--- src/rgb_gain_with_hue_clamp_macros.svh ---
`ifndef RGB_GAIN_WITH_HUE_CLAMP_MACROS_SVH
`define RGB_GAIN_WITH_HUE_CLAMP_MACROS_SVH

// Checked only outside reset.
`define RGC_ASSERT(label, prop, msg) \
  label: assert property (@(posedge clk_i) disable iff (!rst_ni) prop) else $error(msg);

// Checked at every edge, reset included.
`define RGC_ASSERT_ALWAYS(label, prop, msg) \
  label: assert property (@(posedge clk_i) prop) else $error(msg);

`endif

--- src/rgc_pkg.sv ---
package rgc_pkg;

  localparam int GainFracBits = 8;
  localparam int GainW        = 16;
  localparam int ColorW       = 8;
  localparam int CountW       = 3;
  localparam int CfgIdxW      = 2;
  localparam int ProdW        = ColorW + GainW;
  localparam int DivW         = ProdW + ColorW;
  localparam int QuotBits     = ColorW;
  localparam int NumColors    = 3;

  localparam logic [ProdW-1:0]  Limit        = ProdW'((2 ** ColorW) - 1) << GainFracBits;
  localparam logic [GainW-1:0]  GainReset    = GainW'(256);
  localparam logic [CountW-1:0] CountReset   = CountW'(4);
  localparam logic [CountW-1:0] CountMinProc = CountW'(3);

  typedef enum logic [CfgIdxW-1:0] {
    RegGain         = 2'd0,
    RegChannelCount = 2'd1
  } reg_idx_e;

  typedef struct packed {
    logic [GainW-1:0] gain;
    logic             bypass;
  } cfg_t;

  typedef struct packed {
    logic [ColorW-1:0] alpha;
    logic [ColorW-1:0] blue;
    logic [ColorW-1:0] green;
    logic [ColorW-1:0] red;
    logic              last;
  } pix_t;

  typedef struct packed {
    logic [NumColors-1:0][ProdW-1:0] prod;
    logic [ColorW-1:0]               alpha;
    logic                            last;
  } prod_t;

  typedef struct packed {
    logic [NumColors-1:0][DivW-1:0]   rem;
    logic [NumColors-1:0][ColorW-1:0] quot;
    logic [ProdW-1:0]                 peak;
    logic                             norm;
    logic [ColorW-1:0]                alpha;
    logic                             last;
  } div_t;

endpackage

--- src/rgc_mult.sv ---
module rgc_mult (
  input  logic          clk_i,
  input  logic          rst_ni,
  input  rgc_pkg::cfg_t cfg_i,
  input  logic          valid_i,
  output logic          ready_o,
  input  rgc_pkg::pix_t pix_i,
  output logic          valid_o,
  input  logic          ready_i,
  output rgc_pkg::prod_t prod_o
);

  logic           valid_q;
  rgc_pkg::prod_t data_q, data_d;
  logic [rgc_pkg::ColorW-1:0] color [rgc_pkg::NumColors];

  assign color[0] = pix_i.red;
  assign color[1] = pix_i.green;
  assign color[2] = pix_i.blue;

  assign ready_o = !valid_q || ready_i;

  // Pass-through is forced as a unity product: it never exceeds the limit.
  always_comb begin
    data_d.alpha = pix_i.alpha;
    data_d.last  = pix_i.last;
    for (int c = 0; c < rgc_pkg::NumColors; c++) begin
      if (cfg_i.bypass) begin
        data_d.prod[c] = rgc_pkg::ProdW'(color[c]) << rgc_pkg::GainFracBits;
      end else begin
        data_d.prod[c] = rgc_pkg::ProdW'(color[c]) * rgc_pkg::ProdW'(cfg_i.gain);
      end
    end
  end

  always_ff @(posedge clk_i or negedge rst_ni) begin
    if (!rst_ni) begin
      valid_q <= 1'b0;
    end else if (ready_o) begin
      valid_q <= valid_i;
    end
  end

  always_ff @(posedge clk_i) begin
    if (valid_i && ready_o) begin
      data_q <= data_d;
    end
  end

  assign valid_o = valid_q;
  assign prod_o  = data_q;

endmodule

--- src/rgc_peak.sv ---
module rgc_peak (
  input  logic           clk_i,
  input  logic           rst_ni,
  input  logic           valid_i,
  output logic           ready_o,
  input  rgc_pkg::prod_t prod_i,
  output logic           valid_o,
  input  logic           ready_i,
  output rgc_pkg::div_t  div_o
);

  logic                      valid_q;
  rgc_pkg::div_t             data_q, data_d;
  logic [rgc_pkg::ProdW-1:0] max_rg, peak;
  logic                      norm;

  assign ready_o = !valid_q || ready_i;

  assign max_rg = (prod_i.prod[1] > prod_i.prod[0]) ? prod_i.prod[1] : prod_i.prod[0];
  assign peak   = (prod_i.prod[2] > max_rg) ? prod_i.prod[2] : max_rg;
  assign norm   = peak > rgc_pkg::Limit;

  // Dividend is product * 255; plain path result is preloaded into the quotient.
  always_comb begin
    data_d.peak  = peak;
    data_d.norm  = norm;
    data_d.alpha = prod_i.alpha;
    data_d.last  = prod_i.last;
    for (int c = 0; c < rgc_pkg::NumColors; c++) begin
      data_d.rem[c] = (rgc_pkg::DivW'(prod_i.prod[c]) << rgc_pkg::ColorW)
                    - rgc_pkg::DivW'(prod_i.prod[c]);
      if (norm) begin
        data_d.quot[c] = '0;
      end else begin
        data_d.quot[c] = prod_i.prod[c][rgc_pkg::GainFracBits +: rgc_pkg::ColorW];
      end
    end
  end

  always_ff @(posedge clk_i or negedge rst_ni) begin
    if (!rst_ni) begin
      valid_q <= 1'b0;
    end else if (ready_o) begin
      valid_q <= valid_i;
    end
  end

  always_ff @(posedge clk_i) begin
    if (valid_i && ready_o) begin
      data_q <= data_d;
    end
  end

  assign valid_o = valid_q;
  assign div_o   = data_q;

endmodule

--- src/rgc_divider.sv ---
module rgc_divider (
  input  logic          clk_i,
  input  logic          rst_ni,
  input  logic          valid_i,
  output logic          ready_o,
  input  rgc_pkg::div_t div_i,
  output logic          valid_o,
  input  logic          ready_i,
  output rgc_pkg::div_t div_o
);

  localparam int Stages = rgc_pkg::QuotBits;

  logic          valid_q [Stages];
  rgc_pkg::div_t stage_q [Stages];
  logic [Stages:0] rdy;

  assign rdy[Stages] = ready_i;
  assign ready_o     = rdy[0];

  // One restoring step per stage, quotient MSB first.
  for (genvar k = 0; k < Stages; k++) begin : g_stage
    localparam int Bit = Stages - 1 - k;

    logic                     vin;
    rgc_pkg::div_t            src, nxt;
    logic [rgc_pkg::DivW-1:0] dshift;

    if (k == 0) begin : g_first
      assign vin = valid_i;
      assign src = div_i;
    end else begin : g_next
      assign vin = valid_q[k-1];
      assign src = stage_q[k-1];
    end

    assign dshift = rgc_pkg::DivW'(src.peak) << Bit;
    assign rdy[k] = !valid_q[k] || rdy[k+1];

    always_comb begin
      nxt = src;
      for (int c = 0; c < rgc_pkg::NumColors; c++) begin
        if (src.norm && (src.rem[c] >= dshift)) begin
          nxt.rem[c]       = src.rem[c] - dshift;
          nxt.quot[c][Bit] = 1'b1;
        end
      end
    end

    always_ff @(posedge clk_i or negedge rst_ni) begin
      if (!rst_ni) begin
        valid_q[k] <= 1'b0;
      end else if (rdy[k]) begin
        valid_q[k] <= vin;
      end
    end

    always_ff @(posedge clk_i) begin
      if (vin && rdy[k]) begin
        stage_q[k] <= nxt;
      end
    end
  end

  assign valid_o = valid_q[Stages-1];
  assign div_o   = stage_q[Stages-1];

endmodule

--- src/rgb_gain_with_hue_clamp.sv ---
// Channel   Dir  Handshake               Payload
// s_axis    in   tvalid/tready           tdata {alpha,blue,green,red}, tlast
// m_axis    out  tvalid/tready           tdata {alpha,blue,green,red}, tlast
// cfg       in   cfg_valid_i/cfg_ready_o cfg_index_i, cfg_data_i
//
// Pipeline: gain multiply, peak/limit stage, then 8 divider
// stages, one quotient bit each. One pixel per clock sustained while m_axis is not stalled.
// Each stage holds its own valid bit; empty stages fill while the output stalls.
// Reset clears all valid bits and loads gain 1.0 and channel count 4.
// Config writes are always taken.
`include "rgb_gain_with_hue_clamp_macros.svh"

module rgb_gain_with_hue_clamp (
  input  logic        clk_i,
  input  logic        rst_ni,
  input  logic        s_axis_tvalid,
  output logic        s_axis_tready,
  input  logic [31:0] s_axis_tdata,  // red_in, green_in, blue_in, alpha_in
  input  logic        s_axis_tlast,  // last_pixel
  output logic        m_axis_tvalid,
  input  logic        m_axis_tready,
  output logic [31:0] m_axis_tdata,  // red_out, green_out, blue_out, alpha_out
  output logic        m_axis_tlast,  // last_out
  input  logic        cfg_valid_i,
  output logic        cfg_ready_o,
  input  logic [rgc_pkg::CfgIdxW-1:0] cfg_index_i,
  input  logic [rgc_pkg::GainW-1:0]   cfg_data_i
);

  logic [rgc_pkg::GainW-1:0]  gain_q;
  logic [rgc_pkg::CountW-1:0] count_q;
  rgc_pkg::cfg_t              cfg;
  rgc_pkg::pix_t              pix;
  rgc_pkg::prod_t             prod;
  rgc_pkg::div_t              div_in, div_out;
  logic mult_valid, mult_ready, peak_valid, peak_ready;

  assign cfg_ready_o = 1'b1;

  always_ff @(posedge clk_i or negedge rst_ni) begin
    if (!rst_ni) begin
      gain_q  <= rgc_pkg::GainReset;
      count_q <= rgc_pkg::CountReset;
    end else if (cfg_valid_i) begin
      unique case (cfg_index_i)
        rgc_pkg::RegGain: begin
          gain_q <= cfg_data_i;
        end
        rgc_pkg::RegChannelCount: begin
          count_q <= cfg_data_i[rgc_pkg::CountW-1:0];
        end
        default: begin
        end
      endcase
    end
  end

  assign cfg.gain   = gain_q;
  assign cfg.bypass = count_q < rgc_pkg::CountMinProc;

  assign pix.red   = s_axis_tdata[7:0];
  assign pix.green = s_axis_tdata[15:8];
  assign pix.blue  = s_axis_tdata[23:16];
  assign pix.alpha = s_axis_tdata[31:24];
  assign pix.last  = s_axis_tlast;

  rgc_mult u_mult (
    .clk_i   (clk_i),
    .rst_ni  (rst_ni),
    .cfg_i   (cfg),
    .valid_i (s_axis_tvalid),
    .ready_o (s_axis_tready),
    .pix_i   (pix),
    .valid_o (mult_valid),
    .ready_i (mult_ready),
    .prod_o  (prod)
  );

  rgc_peak u_peak (
    .clk_i   (clk_i),
    .rst_ni  (rst_ni),
    .valid_i (mult_valid),
    .ready_o (mult_ready),
    .prod_i  (prod),
    .valid_o (peak_valid),
    .ready_i (peak_ready),
    .div_o   (div_in)
  );

  rgc_divider u_divider (
    .clk_i   (clk_i),
    .rst_ni  (rst_ni),
    .valid_i (peak_valid),
    .ready_o (peak_ready),
    .div_i   (div_in),
    .valid_o (m_axis_tvalid),
    .ready_i (m_axis_tready),
    .div_o   (div_out)
  );

  assign m_axis_tdata = {div_out.alpha, div_out.quot[2], div_out.quot[1], div_out.quot[0]};
  assign m_axis_tlast = div_out.last;

  `RGC_ASSERT(a_ready_chain, m_axis_tready |-> s_axis_tready, "input stalled while output ready")
  `RGC_ASSERT(a_zero_gain,
    m_axis_tvalid && (gain_q == '0) && (count_q >= rgc_pkg::CountMinProc)
      |-> m_axis_tdata[23:0] == '0,
    "zero gain gave nonzero color")
  `RGC_ASSERT_ALWAYS(a_reset_empty, !rst_ni |=> !m_axis_tvalid, "output valid after reset")

endmodule

--- config.mk ---
export PLATFORM = sky130hd
export DESIGN_NAME = rgb_gain_with_hue_clamp
export DESIGN_NICKNAME = d
export VERILOG_FILES = /design/src/rgc_pkg.sv /design/src/rgc_mult.sv /design/src/rgc_peak.sv /design/src/rgc_divider.sv /design/src/rgb_gain_with_hue_clamp.sv
export VERILOG_INCLUDE_DIRS = /design/src /design/src/src
export SDC_FILE = /design/constraint.sdc
export NUM_CORES = 2
export LEC_CHECK = 0
export BUFFER_PORTS_ARGS = -buffer_cell sky130_fd_sc_hd__buf_2
export CAP_MARGIN = 40
export CORE_MARGIN = 1.5
export CORE_UTILIZATION = 65
export DETAILED_ROUTE_END_ITERATION = 16
export PLACE_DENSITY_LB_ADDON = 0.05
export SLEW_MARGIN = 20
export SYNTH_ARGS = -nofsm -noshare
export SYNTH_HDL_FRONTEND = slang
export SYNTH_HIERARCHICAL = 1
export SYNTH_SLANG_ARGS = --single-unit
--- constraint.sdc ---
create_clock -name clk_i -period 15.6 [get_ports clk_i]
set_input_delay 4.68 -clock clk_i [delete_from_list [all_inputs] [get_ports clk_i]]
set_output_delay 4.68 -clock clk_i [all_outputs]
set_load 0.005 [all_outputs]
Yosys cells after proc, flatten, opt, wreduce, memory -nomap -nowiden. Memory sizes are Yosys's and may differ from the RTL's. Index checks and enable logic that the tools add are counted.

Add/subtract/negate cells: 27. Multiply operators: 3. Magnitude comparators: 28. Equality and inequality tests: 1. Mux-type cells: 69. Reductions and logical operators: 57.

Operators by type and width (count): $mux 32 (24); $sub 32x24->32 (6); $ge 32x24->1 (3); $ge 32x25->1 (3); $ge 32x26->1 (3); $ge 32x27->1 (3); $ge 32x28->1 (3); $ge 32x29->1 (3); $ge 32x30->1 (3); $ge 32x31->1 (3); $sub 32x25->32 (3); $sub 32x26->32 (3); $sub 32x27->32 (3); $sub 32x28->32 (3); $sub 32x29->32 (3); $sub 32x30->32 (3); $sub 32x31->32 (3); $mul 8x16->24 (3); $gt 24x24->1 (2); $mux 16 (3); $mux 24 (2); $mux 1 (40); $logic_and 1x1->1 (34); $gt 24x16->1 const B (1); 6 further kinds (25).

Register bits after elaboration: 264. Bits in writable memories: 1232. Output and inout bits: 36. Word-level logic and storage cells: 216. Memories kept: 1.

Memories: u_divider.stage_q (words 8, bits a word 154, rd ports 8, clocked after Yosys merged registers in 0, wr ports 8, RTL line rgc_divider.sv:15) `rgc_pkg::div_t stage_q [Stages];`.

Depth between registers and ports, before layout.
Depth in word-level cells: 12. Mapped depth: 24.

Cells and area by module. Netlist, hierarchy kept.

By module, submodules not included: rgc_divider (instances 1, cells an instance 6924, area an instance 76004.1 sq um, seq. area each 37195.7 sq um); rgc_mult (instances 1, cells an instance 1654, area an instance 15408.5 sq um, seq. area each 2457.4 sq um); rgc_peak (instances 1, cells an instance 883, area an instance 9820.7 sq um, seq. area each 4649.5 sq um); rgb_gain_with_hue_clamp (instances 1, cells an instance 44, area an instance 749.5 sq um, seq. area each 478.0 sq um).

Worst setup path after synthesis. Ideal clock, no wire load.

Path kind: input to register. Start point: input port m_axis_tready. End point: memory u_divider/stage_q[1][154] (netlist name), enable pin. Setup time: 0.760 ns. Arrival: 12.431 ns. Path slack: 2.409 ns. Stages: 2. Buffers on the path: 0. Cell sequence: nor2b_1 a31oi_1.

RTL lines: start, declared (RTL line rgb_gain_with_hue_clamp.sv:21) `input logic m_axis_tready,`; end, declared (RTL line rgc_divider.sv:15).

Final worst setup path.
Start point: input port m_axis_tready. End point: output port s_axis_tready.

Cells in the longest elaborated chain, start to end: 10.

RTL lines: $logic_or 1x1->1 (8 in a row) (RTL line rgc_divider.sv:38) `assign rdy[k] = !valid_q[k] || rdy[k+1];`; net peak_ready (RTL line rgb_gain_with_hue_clamp.sv:36) `logic mult_valid, mult_ready, peak_valid, peak_ready;`; $logic_or 1x1->1 (RTL line rgc_peak.sv:17) `assign ready_o = !valid_q || ready_i;`; net mult_ready (RTL line rgb_gain_with_hue_clamp.sv:36); $logic_or 1x1->1 (RTL line rgc_mult.sv:21) `assign ready_o = !valid_q || ready_i;`; end, declared (RTL line rgb_gain_with_hue_clamp.sv:17) `output logic s_axis_tready,`.

The timed path passes the listed nets, and every way through them passes these cells.

==> impl_results.md <==
- Area growth from synthesis to layout: 8.55%
- Largest net degree at the start of global routing: 76
- Rows: 140
- Initial core utilization: 65.4%
- CP Launch Type: primary input
- FMAX: 88.3 MHz
- I/O pin cnt: 92
- Clk_lat worst skew: 0.83 ns
- Post-layout util: 71.0%
- Worst Path Required: 10.92 ns
- Setup Viol. Count Final: 0
- Worst setup path class: in2out
- Vias per cell: 6.37
- DR vias: 69798
- Slowest CP cell: nor2b_1
- Vias in the first global route: 69872
- Worst path bufs/invs: 3
- Buffers on Ports: 90
- DRC: 0
- Setup slack, reg-to-reg: 8.05 ns
- Metal2 WL: 132 mm
- Drt total wl: 272 mm
- Fin cells: 10955
- CTS buffer count: 145
- Max-Slew Margin vs Limit: 39.4%
- Remaining Overflow, GRT: 0
- Number of fill cells: 10153
- Cts repair resizes: 0
- Dpl ws: 4.31 ns
- Met1 WL: 101 mm
- Clock tree buffer depth: 3
- Syn Area/Cell: 10.8 sq um
- H-tree levels: 4
- Status: finished clean
- Gp weighted congestion: 1.05
- Crit-path max FO: 5
- CTS root buf: clkbuf_16
- Die area: 149000 sq um
- Worst min-delay path class: reg2reg
- Starting DRT DRC Count: 6357
- Overall routing resource usage: 36.4%
- Met3 Wirelength: 17.1 mm
- Crit-path cells: buf_2, nor2b_1, nand3_1, nor2_1, nand3_1, inv_1, nand3_1, nand2b_1, nand2b_1, buf_2
- Crit path largest cell delay: 0.45 ns
- Setup repair after global routing missed its margin: no
- Fin nets: 10056
- Multi-input logic area: 50500 sq um
- DP Wirelength: 214 mm
- Post-synth net total: 9974
- Drt first pass iters: 10
- Top delay family on crit path: simple AND/OR/NAND/NOR gates
- Placed Cells incl. Taps: 10676
- PnR worst setup slack: 4.27 ns
- CTS clk-pin slew, worst paths: 0.07 ns
- Cell area after synthesis: 95100 sq um
- # Post-CTS Setup Buffers: 0
- CP endpoint kind: output port
- Layout cells sized above 1: 8.89%
- CTS Sinks: 1375
- Post-DR wirelength/cell: 24.8 um
- Fin. Hold Viols: 0
- Fin crit period: 11.33 ns
- Register area: 41100 sq um
- Uppermost routed layer: met4
- Fin. max-slew vios: 0
- CTS tree: yes
- WP data arrival: 6.65 ns
- Most used cell, CP: nand3_1
- Setup_tns: 0 ns
- Crit share post-route: 72.6%
- DRT antenna net count: 0
- Synth warn: 6
- Max cap viols: 0
- Fin Clk Skew: 0.0537 ns
- Core area: 145000 sq um
- First-pass GRT wire length: 408 mm
- Die Y: 386 um
- Synth Instances: 8835
- Worst slew pin tran: 0.902 ns
- Die X: 386 um
- Initial antenna violation count: 3
- Post-CTS Hold Buffers: 0
==> cells in the final DEF, fill, tap and decap left out, drive strengths merged, types with 27 or more instances in the layout <==
master / n
nor3: 151
buf: 179
o21bai: 69
a21oi: 587
o21a: 93
or3: 38
mux2: 252
or2: 47
mux2i: 66
nor4: 51
xnor2: 380
o31ai: 60
ha: 807
a31oi: 79
o211ai: 40
a21o: 324
edfxtp: 1346
a211oi: 50
inv: 713
nand3: 130
nand2b: 114
o21ai: 519
nor2: 433
xor2: 245
and3: 59
clkbuf: 171
clkinv: 61
and2: 368
nand2: 644
nand4: 115
dfrtp: 27
nor2b: 131
fa: 276
==> registers in the layout (all words and copies together) (netlist names) <==
register               cells
u_divider/g_stage.vin      7
u_mult/valid_o             1
u_divider/valid_o          1
count_q                    3
u_peak/valid_o             1
gain_q                    16
u_peak/div_o             154
u_mult/prod_o             81
u_divider/stage_q       1111
==> final timing paths <==
path / startpoint / cells after the start / end
setup / recovery: m_axis_tready / 10 / s_axis_tready
hold / removal: u_divider/stage_q[1][157] / 0 / u_divider/stage_q[1][311]
setup reg to reg: u_mult/prod_o[26] / 20 / u_peak/div_o[51]
hold reg to reg: u_divider/stage_q[1][157] / 0 / u_divider/stage_q[1][311]
max in group asynchronous: rst_ni / 1 / gain_q[11]
min in group asynchronous: rst_ni / 1 / gain_q[2]
==> cell type report <==
type                       count  share of cell area, %
antenna                        2                0.00485
clock buffer                 169                   3.60
clock inverter                97                   1.35
inverter                     709                   2.58
multi-input combinational   6505                   48.9
sequential                  1375                   39.8
tap                         1917                   2.32
timing repair buffer         181                   1.43
==> through the flow <==
stage | hold WS, ns | cell area (sq um)
floorplan | 0.400 | 95100
global placement | 0.400 | 97600
detailed placement | 0.405 | 97900
CTS | 0.410 | 103000
global route | 0.416 | 103000
finish | 0.411 | 103000
==> routing by layer <==
| metal | up-vias | track usage, % |
|---|---|---|
| met4 | 0 | 25.3 |
| met1 | 33633 | 41.6 |
| met2 | 3037 | 62.6 |
| li1 | 32240 | - |
| met5 | - | 0 |
| met3 | 888 | 5.88 |
Power is not shown: default switching activity piles up to over one toggle a cycle in this logic, so the estimate is an artifact.
